**config.mk**
```make
export PLATFORM = sky130hd
export DESIGN_NAME = temporal_mean_blend_denoise_unit
export DESIGN_NICKNAME = d
export VERILOG_FILES = /design/src/sv/tmbd_pkg.sv /design/src/sv/tmbd_lane.sv /design/src/sv/tmbd_merge.sv /design/src/sv/temporal_mean_blend_denoise_unit.sv
export VERILOG_INCLUDE_DIRS = /design/src /design/src/sv
export SDC_FILE = /design/constraint.sdc
export NUM_CORES = 1
export LEC_CHECK = 0
export BUFFER_PORTS_ARGS = -buffer_cell sky130_fd_sc_hd__buf_2
export CAP_MARGIN = 20
export CORE_MARGIN = 2
export CORE_UTILIZATION = 60
export DETAILED_ROUTE_END_ITERATION = 8
export HOLD_SLACK_MARGIN = 0.15
export PLACE_DENSITY = 0.89
export SLEW_MARGIN = 20
export SYNTH_ARGS = -nofsm -noshare
export SYNTH_HDL_FRONTEND = slang
export SYNTH_HIERARCHICAL = 1
export SYNTH_SLANG_ARGS = --single-unit
```
**constraint.sdc**
```tcl
create_clock -name aclk -period 9.61 [get_ports aclk]
set_input_delay 0.961 -clock aclk [delete_from_list [all_inputs] [get_ports aclk]]
set_output_delay 0.961 -clock aclk [all_outputs]
set_load 0.1 [all_outputs]
```
**src/sv/temporal_mean_blend_denoise_unit_defines.svh**
```systemverilog
// Assertion macros used by the temporal mean blend denoiser RTL.
`ifndef TEMPORAL_MEAN_BLEND_DENOISE_UNIT_DEFINES_SVH
`define TEMPORAL_MEAN_BLEND_DENOISE_UNIT_DEFINES_SVH
`ifndef ASSERT_OFF
`define TMBD_ASSERT(lbl, prop) lbl: assert property (@(posedge aclk) disable iff (!aresetn) \
    prop) else $error("tmbd assertion failed");
`define TMBD_ASSERT_RST(lbl, prop) lbl: assert property (@(posedge aclk) prop) \
    else $error("tmbd reset assertion failed");
`else
`define TMBD_ASSERT(lbl, prop)
`define TMBD_ASSERT_RST(lbl, prop)
`endif
`endif

```
**src/sv/tmbd_pkg.sv**
```systemverilog
// Shared types, constants and the reciprocal table of the temporal mean blend denoiser.
package tmbd_pkg;

    localparam int SIDE_FIELDS        = 4;
    localparam int DEFAULT_MAX_RADIUS = 4;
    localparam int PIX_W              = 8;
    localparam int PAIR_W             = PIX_W + 1;
    localparam int SUM_W              = 12;
    localparam int RECIP_SHIFT        = 16;
    localparam int RECIP_W            = RECIP_SHIFT + 1;
    localparam int PROD_W             = SUM_W + RECIP_W;
    localparam int RADIUS_W           = 3;
    localparam int STRENGTH_W         = 9;
    localparam int BLEND_W            = PIX_W + STRENGTH_W;
    localparam int MIX_W              = BLEND_W + 1;
    localparam int APB_ADDR_W         = 3;
    localparam int APB_DATA_W         = 32;
    localparam int NUM_FIELDS         = 2 * SIDE_FIELDS + 1;
    localparam int S_TDATA_W          = NUM_FIELDS * PIX_W;
    localparam int M_TDATA_W          = PIX_W;

    localparam logic [RADIUS_W-1:0]   RADIUS_RESET   = 3'd1;
    localparam logic [STRENGTH_W-1:0] STRENGTH_RESET = 9'd128;
    localparam logic [STRENGTH_W-1:0] STRENGTH_ONE   = 9'd256;
    localparam logic [MIX_W-1:0]      ROUND_HALF     = 18'd128;
    localparam logic [MIX_W-1:0]      BLEND_MAX      = 18'd65280;
    localparam logic [PIX_W-1:0]      PIX_MAX        = 8'd255;

    typedef enum logic {
        REG_RADIUS   = 1'b0,
        REG_STRENGTH = 1'b1
    } reg_idx_t;

    // Registered lane results handed to the merging stage.
    typedef struct packed {
        logic [SIDE_FIELDS-1:0][PAIR_W-1:0] pair_sum;
        logic [PIX_W-1:0]                   cur;
        logic [RADIUS_W-1:0]                r_eff;
    } lane_out_t;

    // Ceiling of 2^16 / (2r+1); with sums below 2296 the product shifted
    // right by 16 gives the exact floor of the mean.
    function automatic logic [RECIP_W-1:0] recip_of_radius(input logic [RADIUS_W-1:0] r);
        logic [RECIP_W-1:0] m;
        case (r)
            3'd0:    m = 17'd65536;
            3'd1:    m = 17'd21846;
            3'd2:    m = 17'd13108;
            3'd3:    m = 17'd9363;
            3'd4:    m = 17'd7282;
            default: m = 17'd65536;
        endcase
        return m;
    endfunction

endpackage

```
**src/sv/tmbd_lane.sv**
```systemverilog
// One radius lane: adds the two samples at one frame distance when that distance is in use.
module tmbd_lane #(
    parameter int DIST = 1
) (
    input  logic                          aclk,
    input  logic                          load,
    input  logic [tmbd_pkg::RADIUS_W-1:0] r_eff,
    input  logic [tmbd_pkg::PIX_W-1:0]    pix_back,
    input  logic [tmbd_pkg::PIX_W-1:0]    pix_ahead,
    output logic [tmbd_pkg::PAIR_W-1:0]   pair_sum_reg
);
    import tmbd_pkg::*;

    localparam logic [RADIUS_W-1:0] DIST_CODE = RADIUS_W'(DIST);

    logic [PAIR_W-1:0] pair_sum_next;

    always_comb begin
        if (r_eff >= DIST_CODE) begin
            pair_sum_next = {1'b0, pix_back} + {1'b0, pix_ahead};
        end else begin
            pair_sum_next = '0;
        end
    end

    always_ff @(posedge aclk) begin
        if (load) begin
            pair_sum_reg <= pair_sum_next;
        end
    end

endmodule

```
**src/sv/tmbd_merge.sv**
```systemverilog
// Merging pipeline: total of the lanes, mean by reciprocal multiply, blend, round and clamp.
`include "temporal_mean_blend_denoise_unit_defines.svh"
module tmbd_merge (
    input  logic                            aclk,
    input  logic                            aresetn,
    input  logic                            in_valid,
    output logic                            in_ready,
    input  tmbd_pkg::lane_out_t             lane_in,
    input  logic [tmbd_pkg::STRENGTH_W-1:0] blend_strength,
    output logic                            m_tvalid,
    input  logic                            m_tready,
    output logic [tmbd_pkg::M_TDATA_W-1:0]  m_tdata
);
    import tmbd_pkg::*;

    logic va_reg, vb_reg, vc_reg, vd_reg;
    logic rdy_a, rdy_b, rdy_c, rdy_d;

    logic [SUM_W-1:0]   suma_reg, suma_next;
    logic [RECIP_W-1:0] recipa_reg;
    logic [PIX_W-1:0]   cura_reg, curb_reg;
    logic [PROD_W-1:0]  prodb_reg;
    logic [BLEND_W-1:0] pc_cur_reg, pc_avg_reg;
    logic [PIX_W-1:0]   avg;
    logic [STRENGTH_W-1:0] s_eff, s_inv;
    logic [MIX_W-1:0]   blend_sum;
    logic [MIX_W-1:0]   mix;
    logic [PIX_W-1:0]   pix_out_reg, pix_out_next;

    assign rdy_d    = !vd_reg || m_tready;
    assign rdy_c    = !vc_reg || rdy_d;
    assign rdy_b    = !vb_reg || rdy_c;
    assign rdy_a    = !va_reg || rdy_b;
    assign in_ready = rdy_a;

    always_comb begin
        suma_next = SUM_W'(lane_in.cur);
        for (int i = 0; i < SIDE_FIELDS; i++) begin
            suma_next = suma_next + SUM_W'(lane_in.pair_sum[i]);
        end
    end

    assign avg   = prodb_reg[RECIP_SHIFT +: PIX_W];
    assign s_eff = (blend_strength > STRENGTH_ONE) ? STRENGTH_ONE : blend_strength;
    assign s_inv = STRENGTH_ONE - s_eff;

    assign blend_sum = MIX_W'(pc_cur_reg) + MIX_W'(pc_avg_reg);
    assign mix       = (blend_sum + ROUND_HALF) >> 8;
    assign pix_out_next = (mix > MIX_W'(PIX_MAX)) ? PIX_MAX : mix[PIX_W-1:0];

    always_ff @(posedge aclk) begin
        if (!aresetn) begin
            va_reg <= 1'b0;
            vb_reg <= 1'b0;
            vc_reg <= 1'b0;
            vd_reg <= 1'b0;
        end else begin
            if (rdy_a) va_reg <= in_valid;
            if (rdy_b) vb_reg <= va_reg;
            if (rdy_c) vc_reg <= vb_reg;
            if (rdy_d) vd_reg <= vc_reg;
        end
    end

    always_ff @(posedge aclk) begin
        if (rdy_a && in_valid) begin
            suma_reg   <= suma_next;
            recipa_reg <= recip_of_radius(lane_in.r_eff);
            cura_reg   <= lane_in.cur;
        end
        if (rdy_b && va_reg) begin
            prodb_reg <= PROD_W'(suma_reg) * PROD_W'(recipa_reg);
            curb_reg  <= cura_reg;
        end
        if (rdy_c && vb_reg) begin
            pc_cur_reg <= BLEND_W'(curb_reg) * BLEND_W'(s_inv);
            pc_avg_reg <= BLEND_W'(avg) * BLEND_W'(s_eff);
        end
        if (rdy_d && vc_reg) begin
            pix_out_reg <= pix_out_next;
        end
    end

    assign m_tvalid = vd_reg;
    assign m_tdata  = pix_out_reg;

    `TMBD_ASSERT_RST(a_reset_empties, !aresetn |=> !m_tvalid)
    `TMBD_ASSERT(a_mean_in_range, vb_reg |-> (prodb_reg[PROD_W-1:RECIP_SHIFT+PIX_W] == '0))
    `TMBD_ASSERT(a_blend_in_range, vc_reg |-> (blend_sum <= BLEND_MAX))
    `TMBD_ASSERT(a_stalled_item_kept, (vc_reg && !rdy_d) |=> vc_reg)

endmodule

```
**src/sv/temporal_mean_blend_denoise_unit.sv**
```systemverilog
// Top level of the temporal mean blend denoiser: config registers, radius lanes, merge pipeline.
//
//  Channel   Dir  Handshake           Content
//  s_*       in   s_tvalid/s_tready   nine 8-bit samples of one pixel position
//  m_*       out  m_tvalid/m_tready   one denoised 8-bit pixel
//  APB       in   psel/penable        radius (0x0), blend_strength (0x4)
//
// One item enters per clock while s_tready is high; m_tvalid for a result rises when its item
// is loaded into the last stage. There are five register stages: the lane stage, loaded at the
// accepting edge, and four merge stages (total, reciprocal multiply, blend multiplies, round).
// Every stage holds its own valid bit, so items keep entering while a result waits
// for m_tready until the pipeline is full.
// Reset is synchronous on aresetn low; it empties the pipeline and loads the register defaults.
module temporal_mean_blend_denoise_unit #(
    parameter int MAX_RADIUS = tmbd_pkg::DEFAULT_MAX_RADIUS
) (
    input  logic                            aclk,
    input  logic                            aresetn,
    input  logic                            s_tvalid,
    output logic                            s_tready,
    // back4, back3, back2, back1, current, ahead1, ahead2, ahead3, ahead4 (8 bits each)
    input  logic [tmbd_pkg::S_TDATA_W-1:0]  s_tdata,
    output logic                            m_tvalid,
    input  logic                            m_tready,
    // pixel_out
    output logic [tmbd_pkg::M_TDATA_W-1:0]  m_tdata,
    input  logic                            psel,
    input  logic                            penable,
    input  logic                            pwrite,
    input  logic [tmbd_pkg::APB_ADDR_W-1:0] paddr,
    input  logic [tmbd_pkg::APB_DATA_W-1:0] pwdata,
    output logic [tmbd_pkg::APB_DATA_W-1:0] prdata,
    output logic                            pready
);
    import tmbd_pkg::*;

    localparam int LANES = (MAX_RADIUS < SIDE_FIELDS) ? MAX_RADIUS : SIDE_FIELDS;
    localparam logic [RADIUS_W-1:0] LANES_CODE = RADIUS_W'(LANES);
    localparam int CENTER = SIDE_FIELDS;

    logic [RADIUS_W-1:0]   radius_reg;
    logic [STRENGTH_W-1:0] blend_strength_reg;
    logic [RADIUS_W-1:0]   r_eff;
    reg_idx_t              reg_idx;
    logic                  cfg_wr;

    logic                  v1_reg;
    logic                  rdy1;
    logic                  load;
    logic                  merge_ready;
    logic [PIX_W-1:0]      cur1_reg;
    logic [RADIUS_W-1:0]   r1_reg;
    lane_out_t             lane_out;

    assign pready  = 1'b1;
    assign reg_idx = reg_idx_t'(paddr[2]);
    assign cfg_wr  = psel && penable && pwrite && pready;

    always_ff @(posedge aclk) begin
        if (!aresetn) begin
            radius_reg         <= RADIUS_RESET;
            blend_strength_reg <= STRENGTH_RESET;
        end else if (cfg_wr) begin
            case (reg_idx)
                REG_RADIUS:   radius_reg         <= pwdata[RADIUS_W-1:0];
                REG_STRENGTH: blend_strength_reg <= pwdata[STRENGTH_W-1:0];
                default: ;
            endcase
        end
    end

    always_comb begin
        case (reg_idx)
            REG_RADIUS:   prdata = APB_DATA_W'(radius_reg);
            REG_STRENGTH: prdata = APB_DATA_W'(blend_strength_reg);
            default:      prdata = '0;
        endcase
    end

    assign r_eff = (radius_reg > LANES_CODE) ? LANES_CODE : radius_reg;

    assign rdy1     = !v1_reg || merge_ready;
    assign s_tready = rdy1;
    assign load     = s_tvalid && rdy1;

    always_ff @(posedge aclk) begin
        if (!aresetn) begin
            v1_reg <= 1'b0;
        end else if (rdy1) begin
            v1_reg <= s_tvalid;
        end
    end

    always_ff @(posedge aclk) begin
        if (load) begin
            cur1_reg <= s_tdata[CENTER*PIX_W +: PIX_W];
            r1_reg   <= r_eff;
        end
    end

    for (genvar d = 1; d <= SIDE_FIELDS; d++) begin : g_lane
        if (d <= LANES) begin : g_used
            tmbd_lane #(
                .DIST (d)
            ) u_lane (
                .aclk         (aclk),
                .load         (load),
                .r_eff        (r_eff),
                .pix_back     (s_tdata[(CENTER-d)*PIX_W +: PIX_W]),
                .pix_ahead    (s_tdata[(CENTER+d)*PIX_W +: PIX_W]),
                .pair_sum_reg (lane_out.pair_sum[d-1])
            );
        end else begin : g_unused
            assign lane_out.pair_sum[d-1] = '0;
        end
    end

    assign lane_out.cur   = cur1_reg;
    assign lane_out.r_eff = r1_reg;

    tmbd_merge u_merge (
        .aclk           (aclk),
        .aresetn        (aresetn),
        .in_valid       (v1_reg),
        .in_ready       (merge_ready),
        .lane_in        (lane_out),
        .blend_strength (blend_strength_reg),
        .m_tvalid       (m_tvalid),
        .m_tready       (m_tready),
        .m_tdata        (m_tdata)
    );

endmodule

```
# After elaboration in Yosys (flattened, before gate mapping)
# Index checks and enable logic that the tools add are counted.
# word_totals
wordCells	70
register_bits	175
ramBits	0
output_inout_bits	43
in_bits	114
mem_count	0
rom_bits	0
latch_bits	0
# op_classes
n_eq_ne	4
div	0
add_sub_neg	11
n_lt_le_gt_ge	7
shift	0
n_mux	4
reduce_logical	19
n_mul	3
bitwise_logic	1
# op_table
operator	count
$pmux W17 S4	1
$pmux W32 S2	1
$add A12 B9 Y12	3
$add A8 B8 Y9	4
$mul A8 B9 Y17	2
$mul A12 B17 Y24	1
$add A17 B17 Y18	1
$add A18 B8 Y18 const B	1
$add A8 B9 Y10	1
$gt A10 B8 Y1 const B	1
$gt A9 B9 Y1 const B	1
$mux W9	1
$sub A9 B9 Y9 const A	1
$logic_and A1 B1 Y1	7
$eq A3 B2 Y1 const B	2
$ge A3 B2 Y1 const B	2
$logic_not A1 Y1	5
$logic_or A1 B1 Y1	5
$reduce_and A2 Y1	2
$eq A3 B1 Y1 const B	1
$eq A3 B3 Y1 const B	1
$ge A3 B1 Y1 const B	1
$ge A3 B3 Y1 const B	1
$gt A3 B3 Y1 const B	1
other kinds (2)	2

# Logic depth before layout (Yosys ltp)
# Gate-level depths: netlist (run 1).
# depth
word_depth	7
mapped_depth	25
ltp_nobuf	23

# Hierarchy
# Netlist (run 1), hierarchy kept.
# modules_own_cells
module	instances	seq_area_each_um2	area_each_um2	cells_per_inst
tmbd_merge	1	2782.7	14186.1	1411
temporal_mean_blend_denoise_unit	1	590.6	1172.4	106
tmbd_lane at g_lane[4].g_used.u_lane	1	270.3	634.4	55
tmbd_lane at g_lane[1].g_used.u_lane	1	270.3	613.1	54
tmbd_lane at g_lane[3].g_used.u_lane	1	270.3	608.1	54
tmbd_lane at g_lane[2].g_used.u_lane	1	270.3	603.1	55

# Least setup slack after synthesis (run 1)
# Ideal clock, no wire load.
# synth_path
path_type	register -> register
startpoint	register blend_strength_reg[8]
endpoint	register u_merge.pc_cur_reg[16] (data pin)
setup_time_ns	0.260
stages_incl_launch_ff	26
required_ns	9.350
t_arrival_ns	5.484
slack_ns	3.866
path_buffers	2
period_less_slack_ns	5.744
cell_sequence	dfxtp_1 > clkbuf_1 > nor2b_1 > clkbuf_1 > inv_1 > ha_1 > inv_1 > nor3_1 > xnor2_1 > nand2_1 > fa_1 > fa_1 > inv_1 > fa_1 > inv_1 > fa_1 > inv_1 > ha_1 > inv_1 > nand2_1 > a21oi_1 > o31ai_1 > or4_1 > a31o_1 > a21oi_2 > xnor2_1
# synth_via
elab_chain_cells	4
# synth_lines
element	line	rtl
start, declared	temporal_mean_blend_denoise_unit.sv:42	logic [STRENGTH_W-1:0] blend_strength_reg;
start signal, assigned	temporal_mean_blend_denoise_unit.sv:66	REG_STRENGTH: blend_strength_reg <= pwdata[STRENGTH_W-1:0];
$gt A9 B9 Y1	tmbd_merge.sv:44	assign s_eff = (blend_strength > STRENGTH_ONE) ? STRENGTH_ONE : blend_strength;
$mux W9 (*)	tmbd_merge.sv:44	
$sub A9 B9 Y9 (*)	tmbd_merge.sv:45	assign s_inv = STRENGTH_ONE - s_eff;
$mul A8 B9 Y17 (*)	tmbd_merge.sv:76	pc_cur_reg <= BLEND_W'(curb_reg) * BLEND_W'(s_inv);
end signal, assigned	tmbd_merge.sv:76	
end, declared	tmbd_merge.sv:23	logic [BLEND_W-1:0] pc_cur_reg, pc_avg_reg;
# Mark *: on every way between the ends. The rest lies on a longest branch, timed or not.
# A chain may end at the register's enable or synchronous reset.

# Worst setup path after layout (run 1)
# Ends and elaborated chain as after synthesis.

==> flow_summary.yaml, run 1 <==
status:
  outcome: "complete, no violations"
timing:
  fin_tns_setup_ns: 0
  setup_slack_ns: 2.71
  setup_viol: 0
  whs_ns: 0.421
  rsz0062_at_grt: "no"
  period_share_pct: 71.8
  slew_headroom_pct: 29.3
  period_minus_slack_ns: 6.90
  final_max_slew_viol_count: 0
  worst_pin_slew_ns: 1.06
  max_freq_ghz: 0.145
  clock_skew_ns: 0.0126
  hold_violations: 0
synth:
  synth_most_common_cell: "inv_1"
  yosysUniqueCellTypes: 66
  ys_warn_count: 6
  synth_top_area_share_pct: 26.3
  ys_ff_latch: 154
  ys_seq_area_share_pct: 25.0
  ys.flop_type: "edfxtp_1"
  synth_edf_count: 137
  yosysTopAreaCell: "fa_1"
  synth_common_cells: "inv_1, fa_1, ha_1"
  synthCells: 1735
  async_flop_share_pct: 0
  mappedNetlistArea_mm2: 0.0178
  synthTopCellsByArea: "fa_1, edfxtp_1, ha_1"
  syn_area_per_cell_um2: 10.3
drt:
  drtPass1Iterations: 7
  vias_per_cell: 5.59
  route.detailed.drc: 0
  wl_per_cell_um: 17.3
  drtIter0Drc: 1085
  wl_mm: 38.5
  vias: 12400
  antenna_left: 0
place:
  pre_cts_ws_ns: 2.93
  dp_cells: 2192
  detailed_place_hpwl_mm: 29.4
  place_congestion: 0.943
  port_buffers: 107
power_and_ir_drop:
  p_comb_share_pct: 71.5
  power.internal_mw: 3.26
  p_leak_nw: 9.21
  p_switching_mw: 3.06
  ir_drop_mv: 0.415
  pwr-share-seq_pct: 17.8
  clkPwrFrac_pct: 10.8
  swShare_pct: 48.4
  p_per_area_mw_per_mm2: 329
job:
  cap_violations: 0
finish:
  nNetsFinal: 2380
  antennaDiodeCount: 0
  multi_input_area_mm2: 0.0120
  drive_above_1_share_pct: 9.21
  ff_latch_area_mm2: 0.00445
  area_growth_pct: 7.67
  largest_reg_flops: 36
  fill_cells: 2045
  final_cell_count_no_fill: 2224
clock_tree:
  clockRootBuffer: "clkbuf_16"
  clk_latency_ns: 0.44
  cts.htree.levels: 4
  cts_setup_buffers: 0
  ctsLongestPathBuffers: 2
  hold_buffers: 0
  cts.repair.resized: 0
  cts_num_sinks: 154
  cts_tree: "built"
  numCtsBuffers: 17
  clk_pin_slew_worst_paths_ns: 0.07
critical_path:
  crit_top_cell: "inv_1"
  startpoint: "blend_strength_reg[8]$_SDFFE_PN0P_"
  cpMaxStageDelayCell: "xnor2_1"
  cp_cell_sequence: "nor2b_2 -> inv_1 -> ha_1 -> inv_1 -> nor3_1 -> xnor2_1 -> nand2_1 -> fa_1 -> fa_1 -> inv_1 -> fa_1 -> inv_1 -> fa_1 -> inv_1 -> ha_1 -> inv_1 -> nand2_1 -> a21oi_1 -> o31ai_1 -> or4_1 -> a31o_1 -> a21oi_2 -> xnor2_1"
  crit_path_max_incr_delay_ns: 0.71
  critPathBufInv: 6
  r2r-start: "blend_strength_reg[8]$_SDFFE_PN0P_"
  cp_top_family: "adder cells"
  worstSetupPathDepth: 23
  worstPathMaxFanout: 23
  worstReg2RegEnd: "u_merge/pc_cur_reg[16]$_DFFE_PP_"
  reg2reg_depth: 23
  endpoint: "u_merge/pc_cur_reg[16]$_DFFE_PP_"
  critPathLaunchType: "register"
  worst_ep_arrival_time_ns: 7.08
  r2r_slack_ns: 2.71
  cp.required_ns: 9.79
  crit_path_end_kind: "register"
  path_class: "register to register"
global_route:
  grt_max_degree: 48
  gr-max-usage-layer: "met2"
  grt_pass1_vias: 13400
  met2_usage_pct: 47.7
  use_met3_pct: 4.93
  grt_pass1_wl_mm: 64.6
  grt_usage_pct: 26.5
  overflow: 0
  grt_antenna_before_repair: 0
  grt.met1_usage_pct: 31.2
die:
  die_area_mm2: 0.0311
  ios: 157
  core_mm2: 0.0294
  initial_core_util_pct: 60.6
  num_rows: 63
  die_w_um: 176
  die_h_um: 176
min_path:
  hold_class: "register to register"
[worst min path at each step]
stage	startpoint	end	slack (ns)	cells after the start
global placement	u_merge/cura_reg[3]$_DFFE_PP_	u_merge/curb_reg[3]$_DFFE_PP_	0.40	0
global route	u_merge/cura_reg[7]$_DFFE_PP_	u_merge/curb_reg[7]$_DFFE_PP_	0.43	0
finish	u_merge/cura_reg[6]$_DFFE_PP_	u_merge/curb_reg[6]$_DFFE_PP_	0.42	0
detailed placement	u_merge/cura_reg[1]$_DFFE_PP_	u_merge/curb_reg[1]$_DFFE_PP_	0.40	0
floorplan	u_merge/cura_reg[0]$_DFFE_PP_	u_merge/curb_reg[0]$_DFFE_PP_	0.40	0
CTS	u_merge/cura_reg[1]$_DFFE_PP_	u_merge/curb_reg[1]$_DFFE_PP_	0.42	0
[cells in the final DEF (no fill, tap or decap), types with 21 or more instances in the layout]
master,n
a21oi_1,46
buf_2,107
fa_1,234
conb_1,24
inv_1,307
nand2_1,162
ha_1,211
and2_1,171
o21ai_0,32
nor2b_1,39
xor2_1,21
nor2_1,54
xnor2_1,46
nor3_1,33
edfxtp_1,137
[metal layers]
layer  vias to the layer above  wire [µm]
met5                         -          0
met4                         0       1400
met3                       129       2770
met2                       547      19800
met1                      6065      14500
li1                       5688          -
[cell type report]
| cell class | instances | area share (%) |
|---|---|---|
| timing repair buffer | 109 | 2.87 |
| clock inverter | 13 | 0.685 |
| sequential | 154 | 23.2 |
| tap | 390 | 2.54 |
| clock buffer | 19 | 2.31 |
| inverter | 307 | 6.01 |
| multi-input combinational | 1232 | 62.4 |
[metrics by stage]
stage	power (mW)	instance area, µm²	utilization (%)
after CTS	6.32	19200	65.2
final	6.32	19200	65.2
after floorplan	4.47	17900	-
after global routing	7.03	19200	65.2
after detailed placement	5.56	18600	63.3
after global placement	5.29	18600	63.3
[cells by family after synthesis]
family,after synthesis,synth area share [%]
other,2,0.0422
flip-flops,154,25.0
XOR/XNOR,67,3.29
AO/OA/AOI/OAI,164,6.12
adder cells (fa/ha/maj),445,41.1
multiplexers,16,0.920
buffers and inverters,371,8.43
AND/OR/NAND/NOR,516,15.1
[power groups by stage]
| stage | clock, mW | combinational (mW) | sequential [mW] |
|---|---|---|---|
| after detailed placement | 0 | 4.44 | 1.12 |
| final | 0.680 | 4.52 | 1.12 |
| after CTS | 0.685 | 4.52 | 1.11 |
| after floorplan | 0 | 3.45 | 1.03 |
| after global placement | 0 | 4.18 | 1.12 |
| after global routing | 0.712 | 5.19 | 1.13 |
Power figures use the tool's default switching activity.
==> run 2, diff against run 1 <==
--- a/config.mk
+++ b/config.mk
@@ -9,10 +9,10 @@
 export BUFFER_PORTS_ARGS = -buffer_cell sky130_fd_sc_hd__buf_2
 export CAP_MARGIN = 20
 export CORE_MARGIN = 2
-export CORE_UTILIZATION = 60
+export CORE_UTILIZATION = 56
 export DETAILED_ROUTE_END_ITERATION = 8
 export HOLD_SLACK_MARGIN = 0.15
-export PLACE_DENSITY = 0.89
+export PLACE_DENSITY = 0.88
 export SLEW_MARGIN = 20
 export SYNTH_ARGS = -nofsm -noshare
 export SYNTH_HDL_FRONTEND = slang
==> constraint.sdc (replaced) <==
create_clock -name aclk -period 6.15 [get_ports aclk]
set_input_delay 0.615 -clock aclk [delete_from_list [all_inputs] [get_ports aclk]]
set_output_delay 0.615 -clock aclk [all_outputs]
set_load 0.1 [all_outputs]
==> run 2 against run 1 <==
Design area grew 1.5%. Global-route usage shrank 2.1 points. Cell count grew 1.7%. Non-clock buffer count grew 24. Largest cell class unchanged.
==> flow_summary.yaml, run 2 (synthesis results as in run 1) <==
status:
  outcome: "complete, no violations"
drt:
  wl_per_cell_um: 17.2
  vias_per_cell: 5.51
  drtIter0Drc: 653
  vias: 12500
  antenna_left: 0
  route.detailed.drc: 0
  wl_mm: 38.8
  drtPass1Iterations: 5
clock_tree:
  cts_num_sinks: 154
  cts_tree: "built"
  numCtsBuffers: 17
  clockRootBuffer: "clkbuf_16"
  cts.htree.levels: 4
  clk_latency_ns: 0.44
  clk_pin_slew_worst_paths_ns: 0.07
  ctsLongestPathBuffers: 2
finish:
  nNetsFinal: 2404
  mostFrequentLayoutCells: "inv_1, fa_1, ha_1, and2_1, nand2_1"
  utilization_pct: 61.9
  drive_above_1_share_pct: 10.6
  final_cell_count_no_fill: 2261
  largest_reg_flops: 36
  mostFrequentLayoutCell: "inv_1"
  area_growth_pct: 9.28
timing:
  rsz0062_at_grt: "no"
  setup_slack_ns: 0.212
  slew_headroom_pct: 45.5
  clock_skew_ns: 0.0138
  hold_violations: 0
  max_freq_ghz: 0.168
  worst_pin_slew_ns: 0.816
  period_minus_slack_ns: 5.94
  setup_viol: 0
  period_share_pct: 96.5
  final_max_slew_viol_count: 0
  fin_tns_setup_ns: 0
die:
  die_w_um: 182
  initial_core_util_pct: 56.6
  num_rows: 65
  ios: 157
  core_mm2: 0.0315
  die_h_um: 182
  die_area_mm2: 0.0333
critical_path:
  cp.required_ns: 6.33
  critPathLaunchType: "register"
  worst_ep_arrival_time_ns: 6.12
  worstPathMaxFanout: 12
  path_class: "register to register"
  crit_path_end_kind: "register"
global_route:
  grt_pass1_vias: 13500
  grt_pass1_wl_mm: 63.8
  grt_max_degree: 48
  grt_usage_pct: 24.4
  grt_antenna_before_repair: 0
  overflow: 0
min_path:
  hold_class: "input pin to register"
job:
  cap_violations: 0
power_and_ir_drop:
  p_per_area_mw_per_mm2: 532
  p_leak_nw: 9.37
  ir_drop_mv: 0.604
  report.power.total_mw: 10.4
place:
  detailed_place_hpwl_mm: 30.7
  port_buffers: 107
  dp_cells: 2223
  place_congestion: 0.952
  pre_cts_ws_ns: 0.133
## run 2: where the power goes
group | switching (mW) | internal [mW] | total (mW)
Clock | 0.512 | 0.574 | 1.09
Sequential | 0.210 | 1.53 | 1.74
Combinational | 4.40 | 3.13 | 7.54
Total | 5.12 | 5.24 | 10.4
## run 2: per-stage QoR
| stage | hold slack, ns | area (µm²) |
|---|---|---|
| 3_5_place_dp | 0.405 | 18800 |
| 5_1_grt | 0.339 | 19500 |
| 6_report | 0.358 | 19500 |
| 3_3_place_gp | 0.404 | 18800 |
| 2_1_floorplan | 0.400 | 17900 |
| 4_1_cts | 0.343 | 19400 |
## run 2: cell type report
cell class / count / area (µm²)
repair buffers: 133 / 751
well taps: 402 / 503
clock buffers: 18 / 450
flip-flops and latches: 154 / 4450
fillers: 2295 / 12000
clock inverters: 14 / 173
inverters: 307 / 1150
multi-input cells: 1232 / 12000
diodes: 1 / 2.50
## run 2: per-layer routing
| layer | vias to the layer above | track usage (%) | part of all wire [%] |
|---|---|---|---|
| met3 | 134 | 4.13 | 5.9 |
| li1 | 5748 | - | - |
| met1 | 6131 | 27.0 | 37 |
| met4 | 0 | 12.1 | 4.8 |
| met2 | 454 | 45.1 | 53 |
| met5 | - | 0 | 0 |
## run 2: worst paths after layout
path | start | endpoint | slack (ns) | cells after the start
max | u_merge/suma_reg[3]$_DFFE_PP_ | u_merge/prodb_reg[22]$_DFFE_PP_ | 0.21 | 18
max reg2reg | u_merge/suma_reg[3]$_DFFE_PP_ | u_merge/prodb_reg[22]$_DFFE_PP_ | 0.21 | 18
min | s_tdata[36] | cur1_reg[4]$_DFFE_PP_ | 0.36 | 1
min reg2reg | u_merge/cura_reg[7]$_DFFE_PP_ | u_merge/curb_reg[7]$_DFFE_PP_ | 0.42 | 0
## run 2: what timing repair did
item                                    4_1_cts  5_1_grt
resized for setup                             0        4
buffers inserted                              0        4
hold buffers                                  0        0
endpoints found under the setup margin        0        3
## run 2: critical path: stages (launching register included)
cell,delay (ns)
edfxtp_1,0.65
nand2_1,0.18
fa_1,0.53
inv_1,0.06
fa_1,0.50
inv_1,0.05
fa_1,0.50
fa_1,0.56
inv_1,0.06
fa_1,0.48
ha_1,0.31
a2111oi_0,0.36
nand2_1,0.16
a31oi_2,0.24
o31a_1,0.28
o21ai_0,0.25
o21a_1,0.28
nor2_1,0.15
xnor2_1,0.08
==> run 3, diff against run 2 <==
==> constraint.sdc (replaced) <==
create_clock -name aclk -period 6.15 [get_ports aclk]
set_input_delay 0.3075 -clock aclk [delete_from_list [all_inputs] [get_ports aclk]]
set_output_delay 0.3075 -clock aclk [all_outputs]
set_load 0.1 [all_outputs]
==> run 3 against run 2 <==
Design area rose by 1.4%. Critical path depth rose by 1. Global-route usage rose by 0.87 points. Die area did not move. Highest routed layer unchanged. Worst hold slack got worse by 0.13 ns. Via count rose by 4.5%. Sequential share of layout area fell by 0.31 points. Wire length rose by 6.1%. Cell count rose by 1.5%. Combinational power rose by 3%. Count of clock-buffer cells in the layout did not move.
==> flow_summary.yaml, run 3 (synthesis results as in run 1) <==
die:
  initial_core_util_pct: 56.6
  die_h_um: 182
  die_w_um: 182
  ios: 157
  core_mm2: 0.0315
  die_area_mm2: 0.0333
  num_rows: 65
place:
  place_congestion: 0.930
  dp_cells: 2225
  port_buffers: 107
  pre_cts_ws_ns: 0.243
  place_area_mm2: 0.0188
  detailed_place_hpwl_mm: 30.7
finish:
  mostFrequentLayoutCell: "inv_1"
  final_cell_count_no_fill: 2294
  area_growth_pct: 10.8
  nNetsFinal: 2437
  utilization_pct: 62.7
  drive_above_1_share_pct: 11.4
  largest_reg_flops: 36
  mostFrequentLayoutCells: "inv_1, fa_1, ha_1, and2_1, nand2_1"
  postLayoutCellArea_mm2: 0.0197
critical_path:
  crit_top_cell: "fa_1"
  cp.required_ns: 6.34
  crit_path_max_incr_delay_ns: 0.56
  worstPathMaxFanout: 9
  critPathLaunchType: "register"
  cp_cell_sequence: "buf_4 -> and2_1 -> fa_1 -> inv_1 -> fa_1 -> fa_1 -> fa_1 -> fa_1 -> inv_1 -> ha_1 -> nand2_1 -> a21oi_1 -> o21ai_0 -> buf_4 -> o31a_1 -> o21ai_0 -> nor4_1 -> nor3_1 -> xnor2_1"
  cpMaxStageDelayCell: "edfxtp_1"
  r2r_slack_ns: 0.14
  worstReg2RegEnd: "u_merge/prodb_reg[23]$_DFFE_PP_"
  crit_path_end_kind: "register"
  reg2reg_depth: 19
  r2r-start: "u_merge/suma_reg[4]$_DFFE_PP_"
  path_class: "register to register"
  worst_ep_arrival_time_ns: 6.19
drt:
  drtIter0Drc: 1040
  vias: 13000
  route.detailed.drc: 0
  vias_per_cell: 5.68
  antenna_left: 0
  wl_per_cell_um: 17.9
  drtPass1Iterations: 5
  wl_mm: 41.1
global_route:
  overflow: 0
  grt_antenna_before_repair: 1
  grt_usage_pct: 25.2
  grt_pass1_wl_mm: 65.9
  grt_pass1_vias: 13900
  grt_max_degree: 48
min_path:
  hold_class: "input pin to register"
  min_path_cells: 3
  min_from: "pwrite"
  min_to: "radius_reg[2]$_SDFFE_PN0P_"
power_and_ir_drop:
  p_leak_nw: 9.51
  p_per_area_mw_per_mm2: 533
  ir_drop_mv: 0.538
clock_tree:
  numCtsBuffers: 17
  cts.htree.levels: 4
  cts_tree: "built"
  cts_num_sinks: 154
  ctsLongestPathBuffers: 2
  clk_pin_slew_worst_paths_ns: 0.08
  clk_latency_ns: 0.45
  clockRootBuffer: "clkbuf_16"
job:
  cap_violations: 0
timing:
  final_max_slew_viol_count: 0
  setup_viol: 0
  period_share_pct: 97.7
  slew_headroom_pct: 28.2
  worst_pin_slew_ns: 1.08
  max_freq_ghz: 0.167
  hold_violations: 0
  period_minus_slack_ns: 6.01
  clock_skew_ns: 0.0215
  setup_slack_ns: 0.144
  fin_tns_setup_ns: 0
status:
  outcome: "complete, no violations"
-- run 3: power breakdown --
part	total, mW	leakage [nW]	internal [mW]	switching, mW
Combinational	7.73	7.77	3.23	4.50
Clock	1.07	0.299	0.566	0.504
Sequential	1.73	1.44	1.53	0.193
-- run 3: cell type report --
type | count | area, µm²
sequential | 154 | 4460
inverter | 307 | 1150
clock buffer | 18 | 450
clock inverter | 14 | 155
antenna | 1 | 2.50
fill | 2186 | 11700
tap | 402 | 503
timing repair buffer | 166 | 1040
multi-input combinational | 1232 | 12000
-- run 3: how the worst max path moves through the flow --
stage                                                   from                                to  slack [ns]  cells past startpoint
after global routing      blend_strength_reg[1]$_SDFFE_PN0P_  u_merge/pc_cur_reg[16]$_DFFE_PP_       -0.16                     23
after CTS                   u_merge/recipa_reg[10]$_DFFE_PP_   u_merge/prodb_reg[23]$_DFFE_PP_        0.16                     16
final                          u_merge/suma_reg[4]$_DFFE_PP_   u_merge/prodb_reg[23]$_DFFE_PP_        0.14                     19
after detailed placement    u_merge/recipa_reg[10]$_DFFE_PP_   u_merge/prodb_reg[23]$_DFFE_PP_        0.24                     16
after global placement       u_merge/recipa_reg[7]$_DFFE_PP_   u_merge/prodb_reg[23]$_DFFE_PP_        0.34                     17
after floorplan           blend_strength_reg[8]$_SDFFE_PN0P_  u_merge/pc_cur_reg[16]$_DFFE_PP_        0.41                     25
-- run 3: per-stage QoR --
step | hold WS, ns | power (mW)
4_1_cts | 0.205 | 10.2
2_1_floorplan | 0.400 | 6.99
5_1_grt | 0.236 | 11.4
3_5_place_dp | 0.410 | 8.98
3_3_place_gp | 0.403 | 8.51
6_report | 0.228 | 10.5
-- run 3: what timing repair did --
item,CTS,global route
setup buffers,0,19
endpoints found under the hold margin,17,0
hold buffers,16,0
setup endpoints to repair,0,3
resized for setup,0,6
-- run 3: critical path: cells and delay by family (launching register included) --
family	cells	cell delay [ns]
flops	1	0.56
fa+ha+maj	6	2.89
simple gates	4	0.57
compound gates	4	1.11
xor+xnor	1	0.10
buf+inv	4	0.51
-- run 3: metal layers --
metal	GRT usage [%]	vias to the layer above	wire length [µm]
met3	4.29	192	3020
li1	-	5807	-
met4	13.7	0	2230
met2	46.1	671	21300
met5	0	-	0
met1	28.1	6355	14600
